<file path="config.mk">
export PLATFORM = sky130hd
export DESIGN_NAME = display_uplink_frame_decoder_flat
export DESIGN_NICKNAME = d
export VERILOG_FILES = /design/src/rtl/core/dufd_pkg.sv /design/src/rtl/core/dufd_rx_if.sv /design/src/rtl/core/dufd_res_if.sv /design/src/rtl/core/dufd_res_fifo.sv /design/src/rtl/core/display_uplink_frame_decoder.sv /design/src/flat_wrapper.sv
export SDC_FILE = /design/constraint.sdc
export NUM_CORES = 1
export LEC_CHECK = 0
export ABC_CLOCK_PERIOD_IN_PS = 5100
export BUFFER_PORTS_ARGS = -buffer_cell sky130_fd_sc_hd__clkbuf_2
export CORE_MARGIN = 1.5
export CORE_UTILIZATION = 25
export DETAILED_ROUTE_END_ITERATION = 7
export GPL_TIMING_DRIVEN = 0
export PLACE_DENSITY = 0.42
export SETUP_SLACK_MARGIN = 0.4
export SYNTH_ARGS = -nofsm -noshare
export SYNTH_HDL_FRONTEND = slang
export SYNTH_HIERARCHICAL = 1
export SYNTH_SLANG_ARGS = --single-unit
</file>
<file path="constraint.sdc">
create_clock -name clk -period 5.1 [get_ports clk]
set_input_delay 1.02 -clock clk [delete_from_list [all_inputs] [get_ports clk]]
set_output_delay 1.02 -clock clk [all_outputs]
set_load 0.03 [all_outputs]
</file>
<file path="src/rtl/core/dufd_pkg.sv">
package dufd_pkg;

	localparam int unsigned BYTE_W     = 8;
	localparam int unsigned ADDR_W     = 16;
	localparam int unsigned CFG_IDX_W  = 1;
	localparam int unsigned CFG_DATA_W = 8;

	// configuration register indexes
	localparam logic [CFG_IDX_W-1:0] REG_HEADER_HIGH = 1'd0;
	localparam logic [CFG_IDX_W-1:0] REG_HEADER_LOW  = 1'd1;

	localparam logic [BYTE_W-1:0] HEADER_HIGH_RST = 8'h5A;
	localparam logic [BYTE_W-1:0] HEADER_LOW_RST  = 8'hA5;

	// payload byte positions that are captured
	localparam logic [BYTE_W-1:0] POS_CMD     = 8'd0;
	localparam logic [BYTE_W-1:0] POS_ADDR_HI = 8'd1;
	localparam logic [BYTE_W-1:0] POS_ADDR_LO = 8'd2;
	localparam logic [BYTE_W-1:0] POS_COUNT   = 8'd3;

	typedef enum logic [1:0] {
		PH_HUNT,
		PH_HEAD,
		PH_LEN,
		PH_DATA
	} phase_t;

	typedef struct packed {
		logic [BYTE_W-1:0] command;
		logic [ADDR_W-1:0] address;
		logic [BYTE_W-1:0] word_count;
		logic [BYTE_W-1:0] payload_len;
	} res_t;

	// push side of the result queue
	typedef struct packed {
		logic push;
		res_t data;
	} res_push_t;

endpackage

</file>
<file path="src/rtl/core/dufd_rx_if.sv">
interface dufd_rx_if;
	import dufd_pkg::*;

	logic              valid;
	logic              ready;
	logic [BYTE_W-1:0] rx_byte;

	modport source (output valid, output rx_byte, input ready);
	modport sink   (input valid, input rx_byte, output ready);

endinterface

</file>
<file path="src/rtl/core/dufd_res_if.sv">
interface dufd_res_if;
	import dufd_pkg::*;

	logic              valid;
	logic              ready;
	logic [BYTE_W-1:0] command;
	logic [ADDR_W-1:0] address;
	logic [BYTE_W-1:0] word_count;
	logic [BYTE_W-1:0] payload_len;

	modport source (
		output valid, output command, output address, output word_count,
		output payload_len, input ready
	);
	modport sink (
		input valid, input command, input address, input word_count,
		input payload_len, output ready
	);

endinterface

</file>
<file path="src/rtl/core/dufd_res_fifo.sv">
module dufd_res_fifo (
	input  logic                clk,
	input  logic                arst_n,
	input  dufd_pkg::res_push_t wr,
	output logic                full,
	dufd_res_if.source          res
);
	import dufd_pkg::*;

	res_t       mem_q [2];
	logic       wr_ptr_q;
	logic       rd_ptr_q;
	logic [1:0] cnt_q;
	logic       pop;

	assign pop  = res.valid && res.ready;
	assign full = (cnt_q == 2'd2);

	always_ff @(posedge clk or negedge arst_n) begin
		if (!arst_n) begin
			wr_ptr_q <= 1'b0;
			rd_ptr_q <= 1'b0;
			cnt_q    <= 2'd0;
		end else begin
			if (wr.push) wr_ptr_q <= ~wr_ptr_q;
			if (pop)     rd_ptr_q <= ~rd_ptr_q;
			case ({wr.push, pop})
				2'b10:   cnt_q <= cnt_q + 2'd1;
				2'b01:   cnt_q <= cnt_q - 2'd1;
				default: cnt_q <= cnt_q;
			endcase
		end
	end

	always_ff @(posedge clk) begin
		if (wr.push) mem_q[wr_ptr_q] <= wr.data;
	end

	assign res.valid       = (cnt_q != 2'd0);
	assign res.command     = mem_q[rd_ptr_q].command;
	assign res.address     = mem_q[rd_ptr_q].address;
	assign res.word_count  = mem_q[rd_ptr_q].word_count;
	assign res.payload_len = mem_q[rd_ptr_q].payload_len;

	a_no_overflow: assert property (@(posedge clk) disable iff (!arst_n)
		wr.push |-> cnt_q != 2'd2) else $error("result queue overflow");

	a_cnt_range: assert property (@(posedge clk) disable iff (!arst_n)
		cnt_q != 2'd3) else $error("result queue count out of range");

	a_ptr_match: assert property (@(posedge clk) disable iff (!arst_n)
		(cnt_q == 2'd0 || cnt_q == 2'd2) |-> wr_ptr_q == rd_ptr_q)
		else $error("result queue pointers disagree with count");

endmodule

</file>
<file path="src/rtl/core/display_uplink_frame_decoder.sv">
// Deframer for a two-byte-header, length-prefixed uplink. Received bytes come in
// on rx, one per transfer; one byte can be taken every clock unless rx.ready is
// low, which happens only while the queue holds two results not yet taken. The
// block hunts for header_high followed by header_low (a wrong second byte sends
// it back to hunting, and that byte is not tried as a first header byte), then
// takes a length byte and that many payload bytes. When the last payload byte is
// taken, one result goes out on res: command (payload byte 0), address (bytes 1
// and 2, high first), word_count (byte 3) and payload_len. Bytes a short frame
// never carried read as zero; a length byte of zero drops the frame. The result
// is written into a two-entry queue at the edge that takes the last byte and is
// offered on res from the next cycle if the queue was empty. Header registers
// are written through cfg_wen/cfg_addr/cfg_wdata (index 0 header_high, index 1
// header_low); the user must do so only while the block is idle (not enforced).
module display_uplink_frame_decoder (
	input  logic                              clk,
	input  logic                              arst_n,
	input  logic                              cfg_wen,
	input  logic [dufd_pkg::CFG_IDX_W-1:0]    cfg_addr,
	input  logic [dufd_pkg::CFG_DATA_W-1:0]   cfg_wdata,
	dufd_rx_if.sink                           rx,
	dufd_res_if.source                        res
);
	import dufd_pkg::*;

	// header registers
	logic [BYTE_W-1:0] hdr_hi_q;
	logic [BYTE_W-1:0] hdr_lo_q;

	// frame state
	phase_t            phase_q, phase_d;
	logic [BYTE_W-1:0] seen_q, seen_d;
	logic [BYTE_W-1:0] len_q, len_d;
	logic [BYTE_W-1:0] cmd_q, cmd_d;
	logic [ADDR_W-1:0] addr_q, addr_d;
	logic [BYTE_W-1:0] cnt_q, cnt_d;

	logic              take;
	logic              queue_full;
	logic [BYTE_W-1:0] b;
	logic [BYTE_W-1:0] seen_inc;
	res_push_t         wr;

	assign rx.ready = !queue_full;
	assign take     = rx.valid && rx.ready;
	assign b        = rx.rx_byte;
	assign seen_inc = seen_q + 8'd1;

	// configuration transfer
	always_ff @(posedge clk or negedge arst_n) begin
		if (!arst_n) begin
			hdr_hi_q <= HEADER_HIGH_RST;
			hdr_lo_q <= HEADER_LOW_RST;
		end else if (cfg_wen) begin
			case (cfg_addr)
				REG_HEADER_HIGH: hdr_hi_q <= cfg_wdata;
				REG_HEADER_LOW:  hdr_lo_q <= cfg_wdata;
				default: ;
			endcase
		end
	end

	always_ff @(posedge clk or negedge arst_n) begin
		if (!arst_n) begin
			phase_q <= PH_HUNT;
			seen_q  <= '0;
			len_q   <= '0;
			cmd_q   <= '0;
			addr_q  <= '0;
			cnt_q   <= '0;
		end else begin
			phase_q <= phase_d;
			seen_q  <= seen_d;
			len_q   <= len_d;
			cmd_q   <= cmd_d;
			addr_q  <= addr_d;
			cnt_q   <= cnt_d;
		end
	end

	always_comb begin
		phase_d = phase_q;
		seen_d  = seen_q;
		len_d   = len_q;
		cmd_d   = cmd_q;
		addr_d  = addr_q;
		cnt_d   = cnt_q;
		wr      = '0;
		if (take) begin
			case (phase_q)
				PH_HUNT: begin
					if (b == hdr_hi_q) phase_d = PH_HEAD;
				end
				PH_HEAD: begin
					phase_d = (b == hdr_lo_q) ? PH_LEN : PH_HUNT;
				end
				PH_LEN: begin
					// new frame: all captures start from zero
					seen_d = '0;
					cmd_d  = '0;
					addr_d = '0;
					cnt_d  = '0;
					if (b == '0) begin
						len_d   = '0;
						phase_d = PH_HUNT;
					end else begin
						len_d   = b;
						phase_d = PH_DATA;
					end
				end
				PH_DATA: begin
					case (seen_q)
						POS_CMD:     cmd_d = b;
						POS_ADDR_HI: addr_d = {b, addr_q[BYTE_W-1:0]};
						POS_ADDR_LO: addr_d = {addr_q[ADDR_W-1:BYTE_W], b};
						POS_COUNT:   cnt_d = b;
						default: ;   // later payload bytes are only counted
					endcase
					seen_d = seen_inc;
					if (seen_inc == len_q) begin
						// last byte: emit and clear for the next frame
						wr.push             = 1'b1;
						wr.data.command     = cmd_d;
						wr.data.address     = addr_d;
						wr.data.word_count  = cnt_d;
						wr.data.payload_len = len_q;
						phase_d = PH_HUNT;
						seen_d  = '0;
						len_d   = '0;
						cmd_d   = '0;
						addr_d  = '0;
						cnt_d   = '0;
					end
				end
				default: phase_d = PH_HUNT;
			endcase
		end
	end

	dufd_res_fifo u_res_fifo (
		.clk    (clk),
		.arst_n (arst_n),
		.wr     (wr),
		.full   (queue_full),
		.res    (res)
	);

	a_push_in_data: assert property (@(posedge clk) disable iff (!arst_n)
		wr.push |-> phase_q == PH_DATA && take)
		else $error("result pushed outside payload phase");

	a_len_nonzero: assert property (@(posedge clk) disable iff (!arst_n)
		phase_q == PH_DATA |-> len_q != '0)
		else $error("payload phase with zero length");

	a_seen_below_len: assert property (@(posedge clk) disable iff (!arst_n)
		phase_q == PH_DATA |-> seen_q < len_q)
		else $error("payload count ran past frame length");

	a_back_to_hunt: assert property (@(posedge clk) disable iff (!arst_n)
		wr.push |=> phase_q == PH_HUNT && seen_q == '0)
		else $error("state not cleared after completed frame");

endmodule
</file>
<file path="src/flat_wrapper.sv">
// flat-port wrapper written by rule: the top's interface ports become plain ports
module display_uplink_frame_decoder_flat import dufd_pkg::*;
  (clk, arst_n, cfg_wen, cfg_addr, cfg_wdata, rx_valid, rx_rx_byte, rx_ready, res_valid, res_command, res_address, res_word_count, res_payload_len, res_ready);
  dufd_rx_if rx_i ();
  dufd_res_if res_i ();
  input  logic clk;
  input  logic arst_n;
  input  logic cfg_wen;
  input  logic [dufd_pkg::CFG_IDX_W-1:0] cfg_addr;
  input  logic [dufd_pkg::CFG_DATA_W-1:0] cfg_wdata;
  input wire logic [$bits(rx_i.valid)-1:0] rx_valid;
  input wire logic [$bits(rx_i.rx_byte)-1:0] rx_rx_byte;
  output wire logic [$bits(rx_i.ready)-1:0] rx_ready;
  output wire logic [$bits(res_i.valid)-1:0] res_valid;
  output wire logic [$bits(res_i.command)-1:0] res_command;
  output wire logic [$bits(res_i.address)-1:0] res_address;
  output wire logic [$bits(res_i.word_count)-1:0] res_word_count;
  output wire logic [$bits(res_i.payload_len)-1:0] res_payload_len;
  input wire logic [$bits(res_i.ready)-1:0] res_ready;
  assign rx_i.valid = rx_valid;
  assign rx_i.rx_byte = rx_rx_byte;
  assign rx_ready = rx_i.ready;
  assign res_valid = res_i.valid;
  assign res_command = res_i.command;
  assign res_address = res_i.address;
  assign res_word_count = res_i.word_count;
  assign res_payload_len = res_i.payload_len;
  assign res_i.ready = res_ready;
  display_uplink_frame_decoder u_core (.clk(clk), .arst_n(arst_n), .cfg_wen(cfg_wen), .cfg_addr(cfg_addr), .cfg_wdata(cfg_wdata), .rx(rx_i), .res(res_i));
endmodule
</file>
======== Word-level counts from Yosys, hierarchy flattened ========
Memories as Yosys holds them, arrays and structs flattened.
Index checks and enable logic that the tools add are counted.
storage, ports and cells
  memory bits (writable) .................. 80
  output and inout bits ................... 42
  memories ................................ 1
  bits in registers ....................... 70
  bits of input ports ..................... 22
cells by class
  add/subtract/negate cells ............... 3
  reductions and logical operators ........ 14
  mux-type cells .......................... 25
  bitwise gates (word level) .............. 3
  eq/ne operators ......................... 14
memories
  memory                   words  bits a word  read ports  clocked after memory_dff  write ports  RTL line             text
  u_core.u_res_fifo.mem_q  2      40           1           0                         1            dufd_res_fifo.sv:10  res_t mem_q [2];
operators by type and width
  kind                                                   count
  2-to-1 mux 41 bit                                      3
  one-hot mux 16 bit (2 select lines)                    2
  one-hot mux 8 bit (2 select lines)                     4
  2-to-1 mux 8 bit                                       7
  == test 8 bit                                          3
  == test 8 x 2 -> 1 bit, second input constant          2
  logical NOT 8 bit                                      2
  2-to-1 mux 16 bit                                      1
  adder 8 x 1 -> 8 bit, second input constant            1
  == test 2 bit, second input constant                   4
  == test 8 x 1 -> 1 bit, second input constant          1
  2-to-1 mux 2 bit                                       4
  one-hot mux 2 bit (4 select lines)                     1
  AND reduction 2 bit                                    3
  AND reduction 3 bit                                    2
  nonzero test 2 bit                                     3
  == test 2 x 1 -> 1 bit, second input constant          2
  inequality test 2 x 1 -> 1 bit, second input constant  2
  one-hot mux 2 bit (2 select lines)                     1
  inverter 1 bit                                         3
  adder 2 x 1 -> 2 bit, second input constant            1
  logical AND 1 bit                                      2
  logical NOT 2 bit                                      1
  2-to-1 mux 1 bit                                       2
  2 further kinds                                        2

======== Logic depth before layout (Yosys ltp) ========
  depth after elaboration ................. 7
  gate-level depth with buffers ........... 14

======== Modules after synthesis ========
The synthesis kept the hierarchy.
modules (own cells, without submodules)
  module                        times used  cells each  area each (um^2)  seq. area each (um^2)
  display_uplink_frame_decoder  1           389         3759.9            1661.6
  dufd_res_fifo                 1           142         3130.5            2502.4

======== Worst setup path after synthesis ========
No wires, ideal clock.
  path type ............................... register -> register
  start ................................... register u_core.seen_q[0]
  end ..................................... memory u_core/u_res_fifo/mem_q[0][0] in the netlist's numbering, enable pin
  setup time .............................. 0.438 ns
  slack ................................... 0.948 ns
  clock period less this slack ............ 4.152 ns
  arrival time ............................ 3.714 ns
  cell stages (with the launch flop) ...... 12
  cells stage by stage .................... dfrtp_1 > ha_1 > nand3_1 > nor4b_1 > o31a_1 > o21ai_0 > a21oi_1 > nand3_1 > clkbuf_1 > inv_2 > inv_1 > nor2_1
RTL lines
  item                      RTL line                            text
  start: declaration        display_uplink_frame_decoder.sv:31  logic [BYTE_W-1:0] seen_q, seen_d;
  start signal: assignment  display_uplink_frame_decoder.sv:72  seen_q <= seen_d;
  end: declaration          dufd_res_fifo.sv:10

==> results.yml <==
worst_setup_path:
  worstSetupStartpoint: "u_core/seen_q[0]"
  cp_common_cell: "inv_1"
  cpLargestDelayFamily: "simple AND/OR/NAND/NOR gates"
  crit_cells: 12
  rr_startpoint: "u_core/seen_q[0]"
  critical_path.endpoint: "u_core/u_res_fifo/mem_q[0][0]"
  slowest_stage: "dfrtp_1"
  crit_arrival_ns: 3.90
  critPathKind: "reg2reg"
  startpoint_type: "flip-flop"
  worst-path-buf-inv: 5
  critPathMaxStageDelay_ns: 0.50
  cp_max_fo: 30
  r2r_end: "u_core/u_res_fifo/mem_q[0][0]"
  r2r_slack_ns: 1.31
  end_kind: "flip-flop"
  worstPathRequired_ns: 5.22
  reg2reg_depth: 12
  worstPathCellList: "inv_1 -> ha_1 -> xor2_1 -> nor4_1 -> o21ai_0 -> a21oi_1 -> nand3_1 -> clkbuf_1 -> inv_2 -> inv_1 -> nor2_4 -> buf_12"
power:
  total_power_mw: 2.82
  switching_share: 0.253
  pwr-share-seq: 0.475
  powerDensity_mw_per_mm2: 342
  p_leak_nw: 3.25
  p_clk_frac: 0.439
  pwr-share-comb: 0.086
  switchingPower_uw: 715
  p_int_mw: 2.11
  ir_drop_mv: 0.174
global_route:
  grt_usage: 0.128
  grt_max_degree: 64
  grt_pass1_wl_um: 27000
  antenna_found_initial: 0
  overflow: 0
  grt_pass1_vias: 4649
clock_tree:
  cts_tree: "done"
  cts-buffers-inserted: 17
  hold_buffers: 0
  cts_root_buf: "clkbuf_16"
  htreeDepth: 4
  clkSinkCount: 150
  cts_resized: 0
  clock_path_buffers: 2
  insertion_delay_ns: 0.43
  path_clk_slew_ns: 0.06
  cts_setup_buffers: 0
detailed_routing:
  post-route-drc-count: 0
  drtIter0Drc: 274
  ant_nets: 0
  wire_per_inst_um: 18.0
  vias: 4450
  wl_um: 17400
  viasPerCell: 4.63
  drt_first_pass_iters: 4
logic_synthesis:
  synthTopCellsByArea: "edfxtp_1 (35%), dfrtp_1 (23%), mux2_2 (8.7%)"
  ys_warn_count: 6
  yosysSeqAreaShare: 0.604
  synthTopCellsByCount: "edfxtp_1 (80), dfrtp_1 (62), nand2_1 (61), mux2_2 (53), o2bb2ai_1 (33)"
  synth_top_area_cell: "edfxtp_1"
  synth.most_common_cell: "edfxtp_1"
  ys.flop_type: "edfxtp_1"
  syn_inst: 531
  ys_types: 55
  synth_edf_count: 80
  syn_nets: 558
  synth.ff_latch_count: 150
  netlist.area_leader.share: 0.349
  syn_area_per_cell_um2: 13.0
  syn_area_mm2: 0.00689
  async_flop_share: 0.467
floorplan:
  coreArea_mm2: 0.0270
  fp-row-count: 60
  die-area_mm2: 0.0286
  io_pins: 64
  die_h_um: 169
  die_w_um: 169
  initial_utilization: 0.255
timing:
  fin_crit_sh: 0.742
  setup_viol: 0
  final.min_clock_period_ns: 3.79
  max-slew-margin-rel: 0.458
  grt_setup_unrepaired: "false"
  skew_ns: 0.00930
  fin_ws_ns: 1.31
  hold_violations: 0
  worst_slew_pin_slew_ns: 0.813
  fmax_ghz: 0.264
  tns_ns: 0
  slew_viol_final: 0
status:
  status: "finished clean"
layout:
  nets: 635
  drive_above_1_share: 0.317
  finish.instance_area_mm2: 0.00826
  syn2layout_area_growth_pct: 19.8
  fillers: 2721
  finish.utilization: 0.305
  antenna_cells: 0
placed_design:
  pre_cts_slack_ns: 1.32
  gp_congestion: 0.845
  dp_hpwl_um: 12000
  port_buffers: 55
  dpl_cell_area_mm2: 0.00767
hold_path:
  hold_path_class: "in2async"
run:
  drv_cap: 0
[per-stage QoR]
stage	hold slack, ns	std cells
after CTS	0.429	962
after global routing	0.431	962
final	0.446	962
after global placement	0.472	927
after detailed placement	0.474	930
after floorplan	0.456	531
[state kept, by name, indices dropped and copies added, names as in the netlist]
signal and cells:
u_core/len_q 8, u_core/u_res_fifo/mem_q 80, u_core/hdr_hi_q 8, u_core/seen_q 8, u_core/phase_q 2, u_core/hdr_lo_q 8, u_core/u_res_fifo/rd_ptr_q 1, u_core/cnt_q 8
u_core/u_res_fifo/wr_ptr_q 1, u_core/cmd_q 8, u_core/addr_q 16, u_core/u_res_fifo/cnt_q 2
[placed cells by master (no fill, tap or decap), types with 4 or more instances in the layout]
cell,n
clkbuf_8,4
dfstp_2,8
nand2_1,61
a22o_1,8
ha_1,5
o21ai_1,8
nor2_1,31
mux2_2,53
a21oi_1,24
buf_2,8
inv_1,12
o21ai_0,4
nor3_1,6
dfrtp_1,62
clkbuf_16,17
xor2_1,9
xnor2_1,21
a22oi_1,16
clkbuf_2,57
o2bb2ai_1,33
inv_6,6
buf_6,8
edfxtp_1,80
clkbuf_1,8
and2_1,6
[kinds of logic after synthesis]
family / count (synthesis) / share of synthesized area
compound gates: 107 / 0.115
xor+xnor: 30 / 0.0381
fa+ha+maj: 5 / 0.00908
buf+inv: 46 / 0.0427
flops: 150 / 0.604
mux: 57 / 0.0946
simple gates: 136 / 0.0959
[area by class of cell]
cell class                      count  area [µm²]  share of cell area
Clock inverter                     15         159              0.0192
Inverter                           13        48.8             0.00591
Buffer                             33         245              0.0297
Sequential cell                   150        4160               0.504
Clock buffer                       17         425              0.0515
Tap cell                          341         427              0.0517
Timing Repair Buffer               58         345              0.0418
Multi-Input combinational cell    335        2440               0.296
[layer usage]
metal  GRT usage  routed length [µm]
met1       0.161                7820
met2       0.219                8740
met3      0.0306                 664
met4      0.0346                 136
met5           0                   0
[how the worst min path moves through the flow]
stage                               start                          to  slack [ns]  depth (start not counted)
2_1_floorplan  u_core/u_res_fifo/wr_ptr_q  u_core/u_res_fifo/wr_ptr_q        0.46                          1
5_1_grt                            arst_n          u_core/hdr_hi_q[0]        0.43                          1
3_5_place_dp              u_core/cmd_q[4]             u_core/cmd_q[4]        0.47                          1
3_3_place_gp            u_core/addr_q[15]           u_core/addr_q[15]        0.47                          1
6_report                           arst_n          u_core/hdr_hi_q[7]        0.45                          1
4_1_cts                            arst_n          u_core/hdr_hi_q[0]        0.43                          1
[power groups by stage]
stage               sequential (mW)  combinational [mW]  clock, mW
floorplan                      1.36               0.176          0
global placement               1.36               0.240          0
detailed placement             1.37               0.245          0
CTS                            1.34               0.247       1.28
global route                   1.34               0.266       1.32
finish                         1.34               0.243       1.24
No activity file was read; power rests on OpenSTA's default activity.
